===== src/rotation_matrix_to_quaternion_unit_macros.svh =====
// assertion macros for the rotation matrix to quaternion rtl
`ifndef ROTATION_MATRIX_TO_QUATERNION_UNIT_MACROS_SVH
`define ROTATION_MATRIX_TO_QUATERNION_UNIT_MACROS_SVH

// same-cycle implication, sampled on clk, off during rst
`define RMQ_ASSERT_IMPLY(lbl, ante, cons, msg) \
  lbl: assert property (@(posedge clk) disable iff (rst) (ante) |-> (cons)) \
    else $error(msg);

// next-cycle implication, sampled on clk, off during rst
`define RMQ_ASSERT_NEXT(lbl, ante, cons, msg) \
  lbl: assert property (@(posedge clk) disable iff (rst) (ante) |=> (cons)) \
    else $error(msg);

`endif


===== src/rmq_pkg.sv =====
package rmq_pkg;

  localparam int DATA_WIDTH = 16;
  localparam int FRAC_BITS  = DATA_WIDTH - 2;
  // trace sums of three elements
  localparam int TRACE_W    = DATA_WIDTH + 2;
  // off-diagonal sum or difference, and its magnitude
  localparam int DIFF_W     = DATA_WIDTH + 1;
  // square root: one result bit per step
  localparam int SQ_STEPS   = DATA_WIDTH - 1;
  localparam int ROOT_W     = SQ_STEPS;
  localparam int RAD_W      = 2 * SQ_STEPS;
  localparam int SQ_REM_W   = ROOT_W + 4;
  // division: divisor is four times the root
  localparam int DEN_W      = ROOT_W + 2;
  localparam int DIV_P_W    = DEN_W + 1;
  localparam int DIVIDEND_W = DATA_WIDTH + FRAC_BITS + 1;
  // smallest divisor is 2^(FRAC_BITS/2+1), so the top quotient bits are zero
  localparam int QUO_W      = DIVIDEND_W - (FRAC_BITS / 2 + 1);

  localparam logic signed [DATA_WIDTH-1:0] FIX_ONE = {2'b01, {FRAC_BITS{1'b0}}};
  localparam logic signed [DATA_WIDTH-1:0] SAT_MAX = {1'b0, {(DATA_WIDTH-1){1'b1}}};
  localparam logic signed [DATA_WIDTH-1:0] SAT_MIN = {1'b1, {(DATA_WIDTH-1){1'b0}}};

  typedef enum logic [1:0] {
    COMP_W,
    COMP_X,
    COMP_Y,
    COMP_Z
  } comp_t;

  typedef struct packed {
    logic signed [DATA_WIDTH-1:0] m_r0_c0;
    logic signed [DATA_WIDTH-1:0] m_r0_c1;
    logic signed [DATA_WIDTH-1:0] m_r0_c2;
    logic signed [DATA_WIDTH-1:0] m_r1_c0;
    logic signed [DATA_WIDTH-1:0] m_r1_c1;
    logic signed [DATA_WIDTH-1:0] m_r1_c2;
    logic signed [DATA_WIDTH-1:0] m_r2_c0;
    logic signed [DATA_WIDTH-1:0] m_r2_c1;
    logic signed [DATA_WIDTH-1:0] m_r2_c2;
  } in_t;

  typedef struct packed {
    logic signed [DATA_WIDTH-1:0] quat_w;
    logic signed [DATA_WIDTH-1:0] quat_x;
    logic signed [DATA_WIDTH-1:0] quat_y;
    logic signed [DATA_WIDTH-1:0] quat_z;
    logic [1:0]                   largest_component;
    logic                         degenerate;
  } out_t;

  // travels beside the square root
  typedef struct packed {
    logic [2:0][DIFF_W-1:0] mag;
    logic [2:0]             neg;
    comp_t                  big;
    logic                   degen;
  } sq_side_t;

  // travels beside the division
  typedef struct packed {
    logic [ROOT_W-1:0] root;
    logic [2:0]        neg;
    comp_t             big;
    logic              degen;
  } dv_side_t;

endpackage


===== src/rmq_divide.sv =====
module rmq_divide (
  input  logic                                clk,
  input  logic                                rst,
  input  logic                                en,
  input  logic                                in_valid,
  input  logic [rmq_pkg::ROOT_W-1:0]          in_root,
  input  rmq_pkg::sq_side_t                   in_side,
  output logic                                out_valid,
  output logic [2:0][rmq_pkg::QUO_W-1:0]      out_quo,
  output rmq_pkg::dv_side_t                   out_side
);

  logic                                  vld  [rmq_pkg::QUO_W+1];
  logic [2:0][rmq_pkg::DIV_P_W-1:0]      p    [rmq_pkg::QUO_W+1];
  logic [2:0][rmq_pkg::QUO_W-1:0]        xs   [rmq_pkg::QUO_W+1];
  logic [rmq_pkg::DEN_W-1:0]             den  [rmq_pkg::QUO_W+1];
  rmq_pkg::dv_side_t                     side [rmq_pkg::QUO_W+1];

  logic [2:0][rmq_pkg::DIVIDEND_W-1:0]   x;

  // dividend is mag * 2^F plus half the divisor for round to nearest
  for (genvar k = 0; k < 3; k++) begin : g_prep
    assign x[k] = (rmq_pkg::DIVIDEND_W'(in_side.mag[k]) << rmq_pkg::FRAC_BITS)
                + rmq_pkg::DIVIDEND_W'({in_root, 1'b0});
  end

  always_ff @(posedge clk) begin
    if (rst) begin
      vld[0] <= 1'b0;
    end else if (en) begin
      vld[0] <= in_valid;
    end
  end

  always_ff @(posedge clk) begin
    if (en) begin
      for (int k = 0; k < 3; k++) begin
        p[0][k]  <= rmq_pkg::DIV_P_W'(x[k][rmq_pkg::DIVIDEND_W-1:rmq_pkg::QUO_W]);
        xs[0][k] <= x[k][rmq_pkg::QUO_W-1:0];
      end
      den[0]        <= {in_root, 2'b00};
      side[0].root  <= in_root;
      side[0].neg   <= in_side.neg;
      side[0].big   <= in_side.big;
      side[0].degen <= in_side.degen;
    end
  end

  // restoring division, one quotient bit per stage; quotient bits
  // shift into the low end of the dividend word
  for (genvar i = 0; i < rmq_pkg::QUO_W; i++) begin : g_step
    logic [2:0][rmq_pkg::DIV_P_W-1:0] p_nx;
    logic [2:0][rmq_pkg::QUO_W-1:0]   xs_nx;

    for (genvar k = 0; k < 3; k++) begin : g_lane
      logic [rmq_pkg::DIV_P_W-1:0] p_sh;
      logic                        ge;

      assign p_sh      = {p[i][k][rmq_pkg::DEN_W-1:0], xs[i][k][rmq_pkg::QUO_W-1]};
      assign ge        = p_sh >= rmq_pkg::DIV_P_W'(den[i]);
      assign p_nx[k]   = ge ? p_sh - rmq_pkg::DIV_P_W'(den[i]) : p_sh;
      assign xs_nx[k]  = {xs[i][k][rmq_pkg::QUO_W-2:0], ge};
    end

    always_ff @(posedge clk) begin
      if (rst) begin
        vld[i+1] <= 1'b0;
      end else if (en) begin
        vld[i+1] <= vld[i];
      end
    end

    always_ff @(posedge clk) begin
      if (en) begin
        p[i+1]    <= p_nx;
        xs[i+1]   <= xs_nx;
        den[i+1]  <= den[i];
        side[i+1] <= side[i];
      end
    end
  end

  assign out_valid = vld[rmq_pkg::QUO_W];
  assign out_quo   = xs[rmq_pkg::QUO_W];
  assign out_side  = side[rmq_pkg::QUO_W];

endmodule


===== config.mk =====
export PLATFORM = sky130hd
export DESIGN_NAME = rmq_divide
export DESIGN_NICKNAME = d
export VERILOG_FILES = /design/src/rotation_matrix_to_quaternion_unit_macros.svh /design/src/rmq_pkg.sv /design/src/rmq_divide.sv
export SDC_FILE = /design/constraint.sdc
export NUM_CORES = 2
export LEC_CHECK = 0
export BUFFER_PORTS_ARGS = -buffer_cell sky130_fd_sc_hd__clkbuf_2
export CORE_UTILIZATION = 68
export CTS_CLUSTER_DIAMETER = 150
export DETAILED_ROUTE_END_ITERATION = 10
export MAX_ROUTING_LAYER = met4
export PLACE_DENSITY_LB_ADDON = 0.25
export SLEW_MARGIN = 30
export SYNTH_ARGS = -nofsm -noshare
export SYNTH_HDL_FRONTEND = slang
export SYNTH_SLANG_ARGS = --single-unit

===== constraint.sdc =====
create_clock -name clk -period 10.6 [get_ports clk]
set_input_delay 2.12 -clock clk [delete_from_list [all_inputs] [get_ports clk]]
set_output_delay 2.12 -clock clk [all_outputs]
set_load 0.02 [all_outputs]

==> impl_metrics.ini <==
[outcome]
status = finished, final reports clean

[hold_path]
hp-class = reg2reg

[yosys]
total_number_of_yosys_warnings = 0
post_synth.cell_area_avg_um2 = 12.8
netlist_area_um2 = 133000
synth_top_cell_area_share_pct = 57.8
ys_seq_elements = 2562
synthFlopType = edfxtp_1
synthDistinctLibCells = 88
synth_top_cells_by_area = edfxtp_1 58%, ha_1 9.3%, mux2_2 4.1%, a21oi_1 3.1%, xnor2_1 2.9%
async_reset_ff_share_pct = 0
post_synth_edffs = 2562
synth_top_cell_by_area = edfxtp_1
synthCells = 10400
ys_seq_area_share_pct = 57.8
syn-num-nets = 11600

[drt]
route.detailed.drc = 0
routed_wl_mm = 334
routed_via_density = 6.50
detail_route.first_pass.iterations = 9
postRouteAntennaNets = 0
route.vias.total = 87700
wl_per_cell_um = 24.7
drt_iter0_drc = 8847

[critical_path]
crit_arrival_ps = 5190
cp.required_ps = 11230
cpPeakStageDelay_ps = 630
critPathMaxFanout = 9
setup.worst_path.end_class = flip-flop
timing.critical_path.cells = inv_1, ha_1, inv_1, fa_1, a211oi_1, nor2_1, or4_1, and3_1, a211oi_2, a21oi_2, a2111oi_4, buf_4, mux2_2
critPathLaunchType = flip-flop
cpMostUsedCell = inv_1
timing.critical_path.slowest_stage_cell = a2111oi_4
path_class = reg2reg

[global_routing]
track_usage_pct = 34.3
grt_start_max_net_pins = 200
first_global_vias = 85600
overflow = 0
global_route_wire_length_before_repair_mm = 501
grt_antenna_before_repair = 6

[clocking]
root_buffer_master = clkbuf_16
post_cts_hold_buffer_count = 0
cts_setup_buffers = 0
clock_latency_ps = 940
cts_buffers = 280
tritoncts = built
maximum_clock_path_buffer_count = 4
clock-sinks = 2562
cts.reportedPaths.clkPinSlew_ps = 60
clock_tree.htree_level_count = 5
cts_resized = 0

[power]
switching_share_pct = 36.8
total_power_mw = 44.5
switching_power_mw = 16.3
power.static_leakage_nw = 56.7
worst_ir_drop_vdd_mv = 0.207
intPower_mw = 28.1
power.sequential.fraction_pct = 37.4
p_per_area_nw_per_um2 = 304
pwr-share-clk_pct = 21.5
power.share.combinational_pct = 41.1

[finish]
flow.area_growth_from_synthesis_pct = 9.84
layout-drive-gt1-share_pct = 10.9
final_common_cell = edfxtp_1
nets = 11900
commonest_cells_after_routing_fill_and_taps_aside = 2562 x edfxtp_1, 992 x ha_1, 815 x a21oi_1, 706 x nor2_1, 575 x o21ai_0

[timing]
timing_worst_slew_pin_value_ps = 1030
sum_of_negative_setup_slack_ps = 0
fmax_mhz = 219
clock_skew_ps = 57.5
holdWs_ps = 376
setup_viol_count_final = 0
rsz_0062_raised_after_global_routing = false
timing.final.max_slew_violations = 0
worst_slew_margin_rel_pct = 31.2
hold_viol_final = 0
min_period_over_period_pct = 43.0
finalWorstPathRequiredPeriod_ps = 4560

[floorplanning]
site_row_count = 162
chipWidth_um = 444
floorplan.initialDensity_pct = 68.4
coreArea_um2 = 195000
io_pins = 167
die_height_um = 444
die_area_um2 = 197000

[placement]
place_hpwl_mm = 243
port_buffers = 166
finalWeightedCongestion = 1.00

[flow_run]
cap_viol_max_count = 0
## cell families (layout without fill, tap and decap cells)
group                    Yosys count  after routing  synth area share [%]
flip-flops                      2562           2562                  57.8
other                              0              4                     0
adder cells (fa/ha/maj)         1061           1061                  10.4
XOR/XNOR                         727            727                  4.78
AND/OR/NAND/NOR                 2169           2169                  7.79
multiplexers                     528            528                  4.45
buffers and inverters            740           1270                  2.18
AO/OA/AOI/OAI                   2633           2633                  12.6
## layer usage
metal / global-route usage (%) / part of all wire [%]
met2: 55.8 / 48
met4: 15.7 / 5.4
met5: - / 0
met1: 43.4 / 39
met3: 4.13 / 6.8
## stage by stage
stage | instances | setup slack, ps | util (%) | area (um2)
final | 13500 | 6040 | 75.1 | 146000
after global routing | 13500 | 5870 | 75.1 | 146000
after CTS | 13500 | 6080 | 75.0 | 146000
after detailed placement | 13000 | 5790 | 70.5 | 137000
after global placement | 13000 | 5870 | 70.4 | 137000
after floorplan | 10400 | 6740 | - | 133000
## final timing paths
check / startpoint / end / slack (ps) / depth (start not counted)
setup / recovery: side[2][73] / p[2][242] / 6040 / 13
hold / removal: xs[1][93] / xs[1][163] / 380 / 0
setup reg to reg: side[2][73] / p[2][242] / 6040 / 13
hold reg to reg: xs[1][93] / xs[1][163] / 380 / 0
## critical path, delay by kind of cell (launching register included)
family / cells / cell delay, ps
AOI/OAI and AO/OA: 4 / 1370
adders and majority gates: 2 / 700
DFF: 1 / 440
buffers and inverters: 3 / 640
muxes: 1 / 350
and+or+nand+nor: 3 / 790
## synthesized netlist by cell type (all sizes together) (24+ instances only)
| library cell | count |
|---|---|
| o31ai | 53 |
| a2111oi | 28 |
| nand2 | 558 |
| a31oi | 88 |
| and2 | 45 |
| ha | 992 |
| clkbuf | 117 |
| nor4 | 55 |
| o31a | 31 |
| xor2 | 280 |
| a21o | 330 |
| nor2 | 706 |
| nand4b | 35 |
| edfxtp | 2562 |
| mux2 | 490 |
| and3 | 57 |
| or3 | 39 |
| nor2b | 115 |
| nand3 | 131 |
| nand4 | 102 |
| a21oi | 817 |
| a211o | 54 |
| o21ai | 595 |
| fa | 69 |
| nand2b | 103 |
| mux2i | 38 |
| a211oi | 99 |
| nor3 | 115 |
| a221oi | 24 |
| inv | 563 |
| buf | 60 |
| o21a | 177 |
| xnor2 | 447 |
| a21boi | 32 |
| o21bai | 98 |
## flip-flops by register name, indices dropped and copies added, names as in the netlist
register,cells
xs,963
side,504
p,1071
vld,24
## power by group through the flow
stage / logic [mW] / clock network (mW) / registers, mW
after global placement: 17.0 / 0 / 16.7
after global routing: 19.8 / 10.0 / 16.7
after detailed placement: 17.6 / 0 / 16.7
after floorplan: 13.3 / 0 / 15.6
final: 18.3 / 9.58 / 16.6
after CTS: 17.9 / 9.70 / 16.6
## final cells by class
cell class / instances / area [um2]
inverters: 563 / 2110
flip-flops and latches: 2562 / 76900
multi-input cells: 7118 / 53500
clock inverters: 153 / 1540
well taps: 2542 / 3180
fillers: 12100 / 48400
repair buffers: 231 / 1590
diodes: 4 / 10.0
clock buffers: 323 / 7320
(Power assumes the default switching activity.)
