File: src/rotation_matrix_to_quaternion_unit_macros.svh
// assertion macros for the rotation matrix to quaternion rtl
`ifndef ROTATION_MATRIX_TO_QUATERNION_UNIT_MACROS_SVH
`define ROTATION_MATRIX_TO_QUATERNION_UNIT_MACROS_SVH

// same-cycle implication, sampled on clk, off during rst
`define RMQ_ASSERT_IMPLY(lbl, ante, cons, msg) \
  lbl: assert property (@(posedge clk) disable iff (rst) (ante) |-> (cons)) \
    else $error(msg);

// next-cycle implication, sampled on clk, off during rst
`define RMQ_ASSERT_NEXT(lbl, ante, cons, msg) \
  lbl: assert property (@(posedge clk) disable iff (rst) (ante) |=> (cons)) \
    else $error(msg);

`endif

File: src/rmq_pkg.sv
package rmq_pkg;

  localparam int DATA_WIDTH = 16;
  localparam int FRAC_BITS  = DATA_WIDTH - 2;
  // trace sums of three elements
  localparam int TRACE_W    = DATA_WIDTH + 2;
  // off-diagonal sum or difference, and its magnitude
  localparam int DIFF_W     = DATA_WIDTH + 1;
  // square root: one result bit per step
  localparam int SQ_STEPS   = DATA_WIDTH - 1;
  localparam int ROOT_W     = SQ_STEPS;
  localparam int RAD_W      = 2 * SQ_STEPS;
  localparam int SQ_REM_W   = ROOT_W + 4;
  // division: divisor is four times the root
  localparam int DEN_W      = ROOT_W + 2;
  localparam int DIV_P_W    = DEN_W + 1;
  localparam int DIVIDEND_W = DATA_WIDTH + FRAC_BITS + 1;
  // smallest divisor is 2^(FRAC_BITS/2+1), so the top quotient bits are zero
  localparam int QUO_W      = DIVIDEND_W - (FRAC_BITS / 2 + 1);

  localparam logic signed [DATA_WIDTH-1:0] FIX_ONE = {2'b01, {FRAC_BITS{1'b0}}};
  localparam logic signed [DATA_WIDTH-1:0] SAT_MAX = {1'b0, {(DATA_WIDTH-1){1'b1}}};
  localparam logic signed [DATA_WIDTH-1:0] SAT_MIN = {1'b1, {(DATA_WIDTH-1){1'b0}}};

  typedef enum logic [1:0] {
    COMP_W,
    COMP_X,
    COMP_Y,
    COMP_Z
  } comp_t;

  typedef struct packed {
    logic signed [DATA_WIDTH-1:0] m_r0_c0;
    logic signed [DATA_WIDTH-1:0] m_r0_c1;
    logic signed [DATA_WIDTH-1:0] m_r0_c2;
    logic signed [DATA_WIDTH-1:0] m_r1_c0;
    logic signed [DATA_WIDTH-1:0] m_r1_c1;
    logic signed [DATA_WIDTH-1:0] m_r1_c2;
    logic signed [DATA_WIDTH-1:0] m_r2_c0;
    logic signed [DATA_WIDTH-1:0] m_r2_c1;
    logic signed [DATA_WIDTH-1:0] m_r2_c2;
  } in_t;

  typedef struct packed {
    logic signed [DATA_WIDTH-1:0] quat_w;
    logic signed [DATA_WIDTH-1:0] quat_x;
    logic signed [DATA_WIDTH-1:0] quat_y;
    logic signed [DATA_WIDTH-1:0] quat_z;
    logic [1:0]                   largest_component;
    logic                         degenerate;
  } out_t;

  // travels beside the square root
  typedef struct packed {
    logic [2:0][DIFF_W-1:0] mag;
    logic [2:0]             neg;
    comp_t                  big;
    logic                   degen;
  } sq_side_t;

  // travels beside the division
  typedef struct packed {
    logic [ROOT_W-1:0] root;
    logic [2:0]        neg;
    comp_t             big;
    logic              degen;
  } dv_side_t;

endpackage

File: src/rmq_isqrt.sv
module rmq_isqrt (
  input  logic                         clk,
  input  logic                         rst,
  input  logic                         en,
  input  logic                         in_valid,
  input  logic [rmq_pkg::RAD_W-1:0]    in_rad,
  input  rmq_pkg::sq_side_t            in_side,
  output logic                         out_valid,
  output logic [rmq_pkg::ROOT_W-1:0]   out_root,
  output rmq_pkg::sq_side_t            out_side
);

  logic                           vld  [rmq_pkg::SQ_STEPS+1];
  logic [rmq_pkg::RAD_W-1:0]      rad  [rmq_pkg::SQ_STEPS+1];
  logic [rmq_pkg::SQ_REM_W-1:0]   rem  [rmq_pkg::SQ_STEPS+1];
  logic [rmq_pkg::ROOT_W-1:0]     root [rmq_pkg::SQ_STEPS+1];
  rmq_pkg::sq_side_t              side [rmq_pkg::SQ_STEPS+1];

  assign vld[0]  = in_valid;
  assign rad[0]  = in_rad;
  assign rem[0]  = '0;
  assign root[0] = '0;
  assign side[0] = in_side;

  // one root bit per stage, two radicand bits brought down each time
  for (genvar i = 0; i < rmq_pkg::SQ_STEPS; i++) begin : g_step
    logic [rmq_pkg::SQ_REM_W-1:0] rem_sh;
    logic [rmq_pkg::SQ_REM_W-1:0] trial;
    logic                         ge;

    assign rem_sh = {rem[i][rmq_pkg::SQ_REM_W-3:0], rad[i][rmq_pkg::RAD_W-1 -: 2]};
    assign trial  = rmq_pkg::SQ_REM_W'({root[i], 2'b01});
    assign ge     = rem_sh >= trial;

    always_ff @(posedge clk) begin
      if (rst) begin
        vld[i+1] <= 1'b0;
      end else if (en) begin
        vld[i+1] <= vld[i];
      end
    end

    always_ff @(posedge clk) begin
      if (en) begin
        rad[i+1]  <= rad[i] << 2;
        rem[i+1]  <= ge ? rem_sh - trial : rem_sh;
        root[i+1] <= {root[i][rmq_pkg::ROOT_W-2:0], ge};
        side[i+1] <= side[i];
      end
    end
  end

  assign out_valid = vld[rmq_pkg::SQ_STEPS];
  assign out_root  = root[rmq_pkg::SQ_STEPS];
  assign out_side  = side[rmq_pkg::SQ_STEPS];

endmodule

File: config.mk
export PLATFORM = sky130hd
export DESIGN_NAME = rmq_isqrt
export DESIGN_NICKNAME = d
export VERILOG_FILES = /design/src/rotation_matrix_to_quaternion_unit_macros.svh /design/src/rmq_pkg.sv /design/src/rmq_isqrt.sv
export SDC_FILE = /design/constraint.sdc
export NUM_CORES = 1
export LEC_CHECK = 0
export BUFFER_PORTS_ARGS = -buffer_cell sky130_fd_sc_hd__buf_2
export CAP_MARGIN = 10
export CELL_PAD_IN_SITES_DETAIL_PLACEMENT = 1
export CELL_PAD_IN_SITES_GLOBAL_PLACEMENT = 1
export CORE_UTILIZATION = 49
export DETAILED_ROUTE_END_ITERATION = 8
export GPL_ROUTABILITY_DRIVEN = 0
export PLACE_DENSITY_LB_ADDON = 0.25
export RECOVER_POWER = 50
export SLEW_MARGIN = 0
export SYNTH_ARGS = -nofsm -noshare
export SYNTH_HDL_FRONTEND = slang
export SYNTH_SLANG_ARGS = --single-unit
File: constraint.sdc
create_clock -name clk -period 4.9 [get_ports clk]
set_input_delay 0.735 -clock clk [delete_from_list [all_inputs] [get_ports clk]]
set_output_delay 0.735 -clock clk [all_outputs]
set_load 0.05 [all_outputs]
==> metrics.csv, run 1 <==
metric,value,unit
H-tree Lvls,4,
core area,105000,sq um
PwrDens,468,nW/um^2
Pleak,0.0213,uW
Tmin final,3450,ps
final hold violation count,0,
Final setup viols,0,
DRT iter0 DRCs,1298,
Skew-Pair Late Insertion Delay,750,ps
FF-to-FF Start,g_step[12].rem_sh[3],
Final #Nets,3337,
"slowest stage cell, crit path",o31ai_2,
mux cell area share after synthesis,0.0110,
Hold Path Sink,side[803],
synth warn,0,
drt drc,0,
status,finished with violations,
failing checks,"max-capacitance violations, max-slew violations",
Final Max Tran Viols,55,
critical path endpoint category,flip-flop,
"reg-to-reg slack, setup",1450,ps
Syn Inst Count,2854,
global-route wire length before repair,131000,microns
compound-gate portion of the synthesized area,0.0420,
Tot Pwr,27600,uW
"Data required, critical path",5400,ps
initial core utilization,0.494,
Yosys cell types,76,
Post-Syn Area per Cell,18.2,sq um
worst hold path type,input pin to flip-flop,
top-count cell post-synth,edfxtp_1,
P&R area growth vs syn,13.4,%
hold depth,1,
Fill cells,9477,
"Cell Chain, Critical Path","ha_1, o211ai_1, a21o_1, a31oi_1, a31oi_1, o31ai_2, buf_4, mux2_2",
post-CTS resize count,0,
Vias,23700,
worst vdd ir,0.443,mV
# Post-CTS Setup Buffers,0,
total gr overflow,0,
max cap viols,1,
All-Layer GR Usage,0.155,
Num Clock Sinks,1420,
most used flip-flop cell after synthesis,edfxtp_1,
CTS Hold Bufs,0,
CP Data Arrival Time,3940,ps
Die ar.,107000,sq um
Startpoint Class,flip-flop,
worst min-delay path startpoint,in_side[5],
Post-Synthesis Net Count,3080,
CTS max path bufs,3,
most frequent cells after synthesis,"edfxtp_1 (1405), nor2_1 (169), inv_1 (163)",
RSZ-0062 raised after global routing,no,
Die Height,328,microns
clock root buffer,clkbuf_16,
cell area after synthesis,52000,sq um
cell repeated most along the worst path,a31oi_1,
R2R depth,8,
port bufs,163,
Async SR Flop Fraction,0,
initial antenna violation count,5,
WL/cell,17.9,microns
fraction of the mapped netlist area in adder cells,0.0325,
Initial DRT Pass Iterations,5,
post-synth top area share,0.812,
"area leader, netlist",edfxtp_1,
"EDFF count, synth",1405,
Worst Tran Pin Value,2760,ps
vias per cell,5.13,
main combinational cell family by area after synthesis,simple AND/OR/NAND/NOR gates,
CTS Buf Count,144,
Synth area leaders,"edfxtp_1 (81%), ha_1 (3.3%), xnor2_1 (1.6%), a21oi_1 (1.3%), nor2_1 (1.2%)",
crit-path max FO,15,
max frequency,0.290,GHz
Final period util,0.703,
Yosys reg bits,1420,
vias in the first global route,25600,
Worst-path clk slew,60,ps
Final Skew,23.4,ps
post-synthesis sequential area ratio,0.818,
layout cells sized above 1,0.132,
final setup TNS,0,ps
XOR/XNOR Fraction of Synth Area,0.0260,
Die W,328,microns
WS Path Type,flip-flop to flip-flop,
DP HPWL,53400,microns
Post-Synth Simple-Gate Area,0.0482,
post-route ant nets,0,
Ports,164,
antenna cells,0,
pin count of the biggest net entering global routing,163,
CTS tree,done,
"slowest stage delay, CP",700,ps
Worst slew margin,-0.843,
worst r2r dst,g_step[13].rem_sh[6],
row cnt,119,
Routed WL,82500,microns
==> kinds of logic after synthesis <==
| kind of cell | count (synthesis) |
|---|---|
| adder cells (fa/ha/maj) | 135 |
| buffers and inverters | 249 |
| multiplexers | 52 |
| flip-flops | 1420 |
| AO/OA/AOI/OAI | 347 |
| AND/OR/NAND/NOR | 496 |
| other | 1 |
| XOR/XNOR | 154 |
==> final cells by class <==
class,count,area (sq um),area share
clock buffer,172,3770,0.0640
sequential,1420,42500,0.721
tap,1391,1740,0.0295
multi-input combinational,1185,8300,0.141
timing repair buffer,196,1120,0.0191
clock inverter,91,897,0.0152
inverter,164,616,0.0104
==> registers in the layout, summed over array words and instances, names as in the netlist <==
register,cells
vld,14
out_root,15
side,798
g_step.trial,105
rad,182
out_side,57
g_step.rem_sh,248
out_valid,1
==> worst max-delay path by stage <==
stage                    startpoint                     to  slack, ps  cells past startpoint
2_1_floorplan   g_step[9].rem_sh[2]  g_step[10].rem_sh[11]       2070                      8
3_3_place_gp   g_step[13].rem_sh[2]  g_step[14].rem_sh[18]       1560                      8
3_5_place_dp   g_step[12].rem_sh[3]   g_step[13].rem_sh[6]       1460                      8
4_1_cts        g_step[12].rem_sh[2]   g_step[13].rem_sh[6]       1450                      8
5_1_grt        g_step[12].rem_sh[3]   g_step[13].rem_sh[6]       1180                      8
6_report       g_step[12].rem_sh[3]   g_step[13].rem_sh[6]       1450                      8
==> layer usage <==
metal,up-vias,GRT usage,part of all wire
met2,423,0.275,0.52
met5,-,0,0
met1,11700,0.183,0.42
met4,0,0.0661,0.030
li1,11300,-,-
met3,186,0.0300,0.035
==> where the power goes <==
group	internal [uW]	switching, uW	leakage (uW)
Combinational	810	1240	0.00530
Clock	6150	4480	0.00227
Sequential	14500	414	0.0138
Total	21400	6130	0.0213
==> metrics by stage <==
stage	cells	utilization	setup WS (ps)	instance area (sq um)	hold slack [ps]
after floorplan	2854	-	2070	52000	400
after global placement	4355	0.516	1560	54300	400
after detailed placement	4355	0.516	1460	54300	405
after CTS	4618	0.561	1450	59000	93.7
after global routing	4619	0.560	1180	58900	122
final	4619	0.560	1450	58900	155
==> critical path: cells and delay by family (launching register included) <==
kind                       cells  cell delay (ps)
AOI/OAI and AO/OA              5             1650
adders and majority gates      1              420
DFF                            1              410
muxes                          1              370
buffers and inverters          1              340
==> cells in the final DEF (no fill, tap or decap), drive strengths merged, types with 29 or more instances in the layout <==
| cell | netlist | layout |
|---|---|---|
| nand2b | 29 | 29 |
| clkinv | 1 | 67 |
| edfxtp | 1405 | 1405 |
| nor2 | 170 | 170 |
| o21a | 32 | 32 |
| xor2 | 62 | 62 |
| a21oi | 136 | 136 |
| ha | 135 | 135 |
| buf | 70 | 164 |
| nor3 | 47 | 47 |
| a21o | 34 | 34 |
| xnor2 | 92 | 92 |
| clkbuf | 15 | 204 |
| inv | 163 | 172 |
| mux2 | 36 | 36 |
| nand2 | 71 | 71 |
| o21ai | 61 | 61 |
No activity file was read; power rests on OpenSTA's default activity.
==> run 2, diff against run 1 <==
==> constraint.sdc (replaced) <==
create_clock -name clk -period 3.6 [get_ports clk]
set_input_delay 0.54 -clock clk [delete_from_list [all_inputs] [get_ports clk]]
set_output_delay 0.54 -clock clk [all_outputs]
set_load 0.05 [all_outputs]
==> metrics.csv, run 2 (synthesized netlist as in run 1, its figures left out) <==
metric,value,unit
post-layout util,0.572,
post-CTS resize count,0,
critical path endpoint category,flip-flop,
CP Data Arrival Time,3730,ps
Top Layer Used,met4,
max frequency,0.308,GHz
Final Skew,22.8,ps
Area after DPL,54800,sq um
All-Layer GR Usage,0.164,
Final #Nets,3461,
Num Clock Sinks,1420,
Reg with most FFs,side,
initial core utilization,0.494,
CTS Hold Bufs,86,
Die Height,328,microns
PwrDens,626,nW/um^2
Startpoint Class,flip-flop,
Die ar.,107000,sq um
Final Max Tran Viols,106,
Worst Tran Pin Value,3080,ps
port bufs,163,
P&R area growth vs syn,15.8,%
clock root buffer,clkbuf_16,
Die W,328,microns
Buf/Inv on CP,1,
global-route wire length before repair,139000,microns
"delay-heaviest family, CP",simple AND/OR/NAND/NOR gates,
max FFs per register,798,
Tmin final,3250,ps
total gr overflow,0,
post-route ant nets,0,
DRT iter0 DRCs,1295,
final hold violation count,0,
CTS Buf Count,144,
Worst slew margin,-1.05,
Final period util,0.902,
Pleak,0.0219,uW
"slowest stage delay, CP",520,ps
final setup TNS,0,ps
Initial DRT Pass Iterations,5,
Vias,24300,
worst hold path type,input pin to flip-flop,
"Cell Chain, Critical Path","ha_1, or3_1, o22ai_1, a2bb2oi_1, o221ai_1, or3_1, buf_4, mux2_2",
DP HPWL,55200,microns
H-tree Lvls,4,
worst vdd ir,0.437,mV
vias per cell,5.13,
vias in the first global route,26600,
DR WL met3,3230,microns
WS Path Type,flip-flop to flip-flop,
WL/cell,18.3,microns
Routed WL,87000,microns
"most common cell after layout, fill and taps aside",edfxtp_1,
core area,105000,sq um
WL met2,46100,microns
cell repeated most along the worst path,or3_1,
WL met1,35100,microns
"Data required, critical path",4080,ps
Ports,164,
drt drc,0,
CTS tree,done,
failing checks,"max-capacitance violations, max-slew violations",
Worst-path clk slew,60,ps
"slowest stage cell, crit path",or3_1,
pin count of the biggest net entering global routing,115,
max cap viols,1,
Final setup viols,0,
crit-path max FO,18,
initial antenna violation count,4,
row cnt,119,
# Post-CTS Setup Buffers,0,
RSZ-0062 raised after global routing,no,
hold slack,92.3,ps
Skew-Pair Late Insertion Delay,740,ps
layout cells sized above 1,0.137,
Final Cell Area,60200,sq um
CTS max path bufs,3,
"commonest non-fill, non-tap cells in the layout","edfxtp_1 (1405), nor2_1 (169), inv_1 (163), clkbuf_16 (146), buf_2 (139)",
status,finished with violations,
## run 2: changes by cell type in the layout (fill, tap and decap cells not counted), moves of 3 or more
cell,previous run,this run
buf_12,10,21
dlygate4sd3_1,0,86
buf_4,13,36
clkbuf_1,57,61
clkbuf_8,0,3
## run 2: metrics by stage
step	setup slack (ps)	std cells	total power, uW
after detailed placement	387	4394	23400
after global placement	464	4394	23200
after global routing	202	4744	39100
final	352	4745	37700
after floorplan	770	2854	22300
after CTS	354	4744	38100
## run 2: final cells by class
class                      instances  area [sq um]
fill                            9378         45100
timing repair buffer             320          2390
sequential                      1420         42500
clock buffer                     174          3790
clock inverter                    90           858
multi-input combinational       1185          8300
tap                             1391          1740
antenna                            1          2.50
inverter                         164           616
## run 2: worst reg2reg max path, stage by stage, from the launching register on
cell and delay [ps]:
edfxtp_1 400, ha_1 270, or3_1 380, o22ai_1 330
a2bb2oi_1 340, o221ai_1 210, or3_1 520, buf_4 260
mux2_2 300
## run 2: final timing paths
path                             start              endpoint  slack (ps)  cells past startpoint
hold / removal              in_rad[29]    g_step[1].trial[2]          90                      2
setup / recovery  g_step[13].rem_sh[2]  g_step[14].rem_sh[6]         350                      8
setup reg to reg  g_step[13].rem_sh[2]  g_step[14].rem_sh[6]         350                      8
hold reg to reg              side[618]             side[561]         400                      0
## run 2: per-layer routing
metal / GRT usage / vias to the layer above
met3: 0.0332 / 193
met5: 0 / -
met4: 0.0676 / 0
li1: - / 11600
met1: 0.188 / 12100
met2: 0.299 / 452
## run 2: report_power, final
group          internal [uW]  leakage [uW]  switching, uW
sequential             19700        0.0138            585
clock                   8310       0.00227           6180
combinational           1210       0.00587           1700
total                  29200        0.0219           8460
==> run 3, diff against run 2 <==
--- a/config.mk
+++ b/config.mk
@@ -9,11 +9,12 @@
 export CAP_MARGIN = 10
 export CELL_PAD_IN_SITES_DETAIL_PLACEMENT = 1
 export CELL_PAD_IN_SITES_GLOBAL_PLACEMENT = 1
-export CORE_UTILIZATION = 49
+export CORE_UTILIZATION = 40
 export DETAILED_ROUTE_END_ITERATION = 8
 export GPL_ROUTABILITY_DRIVEN = 0
 export PLACE_DENSITY_LB_ADDON = 0.25
 export RECOVER_POWER = 50
+export SKIP_CTS_REPAIR_TIMING = 1
 export SLEW_MARGIN = 0
 export SYNTH_ARGS = -nofsm -noshare
 export SYNTH_HDL_FRONTEND = slang
==> metrics.csv, run 3 (synthesized netlist as in run 1, its figures left out) <==
metric,value,unit
"most common cell after layout, fill and taps aside",edfxtp_1,
Ports,164,
Final Cell Area,60800,sq um
final hold violation count,0,
CTS Buf Count,151,
Final period util,0.918,
CTS tree,done,
FF-to-FF Start,g_step[13].rem_sh[3],
RSZ-0062 raised after global routing,no,
dpl ws,339,ps
initial antenna violation count,1,
Reg with most FFs,side,
Die ar.,131000,sq um
vias per cell,4.72,
port bufs,163,
"commonest non-fill, non-tap cells in the layout","edfxtp_1 (1405), nor2_1 (169), inv_1 (163), buf_2 (154), clkbuf_16 (153)",
row cnt,131,
status,finished with violations,
Final Skew,37.3,ps
Die W,362,microns
layout cells sized above 1,0.142,
Pleak,0.0220,uW
"slowest stage delay, CP",570,ps
cell repeated most along the worst path,or3_1,
Final setup viols,0,
final setup TNS,0,ps
"Data required, critical path",4090,ps
vias in the first global route,25200,
worst vdd ir,0.490,mV
Area after DPL,55000,sq um
WL/cell,15.7,microns
crit path from,g_step[13].rem_sh[3],
Vias,23900,
pin count of the biggest net entering global routing,107,
Worst Tran Pin Value,3290,ps
final worst-path setup slack,294,ps
post-layout util,0.474,
Skew-Pair Late Insertion Delay,740,ps
All-Layer GR Usage,0.120,
initial core utilization,0.405,
failing checks,"max-capacitance violations, max-slew violations",
max frequency,0.302,GHz
critical path endpoint category,flip-flop,
max cap viols,1,
DP HPWL,49700,microns
Die Height,362,microns
"Cell Chain, Critical Path","ha_1, or3_1, o22ai_1, a2bb2oi_1, o221ai_1, or3_1, buf_12, mux2_2",
Routed WL,79500,microns
P&R area growth vs syn,16.9,%
WS Path Type,flip-flop to flip-flop,
"slowest stage cell, crit path",or3_1,
Worst slew margin,-1.19,
global-route wire length before repair,127000,microns
worst hold path type,input pin to flip-flop,
DRT iter0 DRCs,1232,
Worst-path clk slew,60,ps
CP Data Arrival Time,3800,ps
core area,128000,sq um
Num Clock Sinks,1420,
clock root buffer,clkbuf_16,
CTS max path bufs,3,
Initial DRT Pass Iterations,5,
H-tree Lvls,4,
Startpoint Class,flip-flop,
post-route ant nets,0,
total gr overflow,0,
drt drc,0,
max FFs per register,798,
Final Max Tran Viols,83,
PwrDens,629,nW/um^2
crit-path max FO,18,
Final #Nets,3446,
Tmin final,3310,ps
worst min-delay path startpoint,in_rad[29],
-- run 3: cell types whose count changed in the layout (fill, tap and decap cells not counted), moves of 3 or more --
| cell | delta |
|---|---|
| clkbuf_1 | -18 |
| buf_2 | +15 |
| buf_4 | -13 |
| clkinv_1 | -9 |
| clkbuf_16 | +7 |
| bufinv_16 | +3 |
| clkbuf_2 | +3 |
| clkinv_16 | +3 |
| clkinvlp_4 | +3 |
| inv_16 | -3 |
-- run 3: critical path: cells and delay by family, from the launching register on --
family | cells | cell delay (ps)
adder cells (fa/ha/maj) | 1 | 270
buffers and inverters | 1 | 230
multiplexers | 1 | 280
AO/OA/AOI/OAI | 3 | 940
flip-flops | 1 | 420
AND/OR/NAND/NOR | 2 | 930
-- run 3: area by class of cell --
cell class	count	area, sq um
well taps	1729	2160
flip-flops and latches	1420	42500
diodes	1	2.50
clock inverters	89	992
inverters	164	616
clock buffers	186	3960
multi-input cells	1185	8300
repair buffers	298	2250
fillers	12100	67400
-- run 3: worst paths after layout --
kind	to	slack [ps]	cells after the start
hold reg to reg	side[68]	410	0
setup reg to reg	g_step[14].rem_sh[6]	290	8
hold / removal	g_step[1].trial[2]	70	2
setup / recovery	g_step[14].rem_sh[6]	290	8
-- run 3: where the power goes --
| group | total (uW) | switching, uW | internal (uW) |
|---|---|---|---|
| clock network | 15200 | 6300 | 8850 |
| logic | 2850 | 1660 | 1190 |
| registers | 20200 | 534 | 19700 |
| total | 38200 | 8500 | 29700 |
-- run 3: layer usage --
layer / up-vias / share of wire / GRT usage
met3: 208 / 0.038 / 0.0282
met4: 0 / 0.035 / 0.0552
met1: 11800 / 0.43 / 0.143
met5: - / 0 / 0
met2: 394 / 0.50 / 0.205
li1: 11600 / - / -
-- run 3: through the flow --
step	std cells	hold slack [ps]	power, uW
after floorplan	2854	400	22300
after global placement	4710	400	23200
after detailed placement	4710	405	23400
after CTS	4985	-135	38800
after global routing	5071	9.59	39800
final	5072	66.7	38200
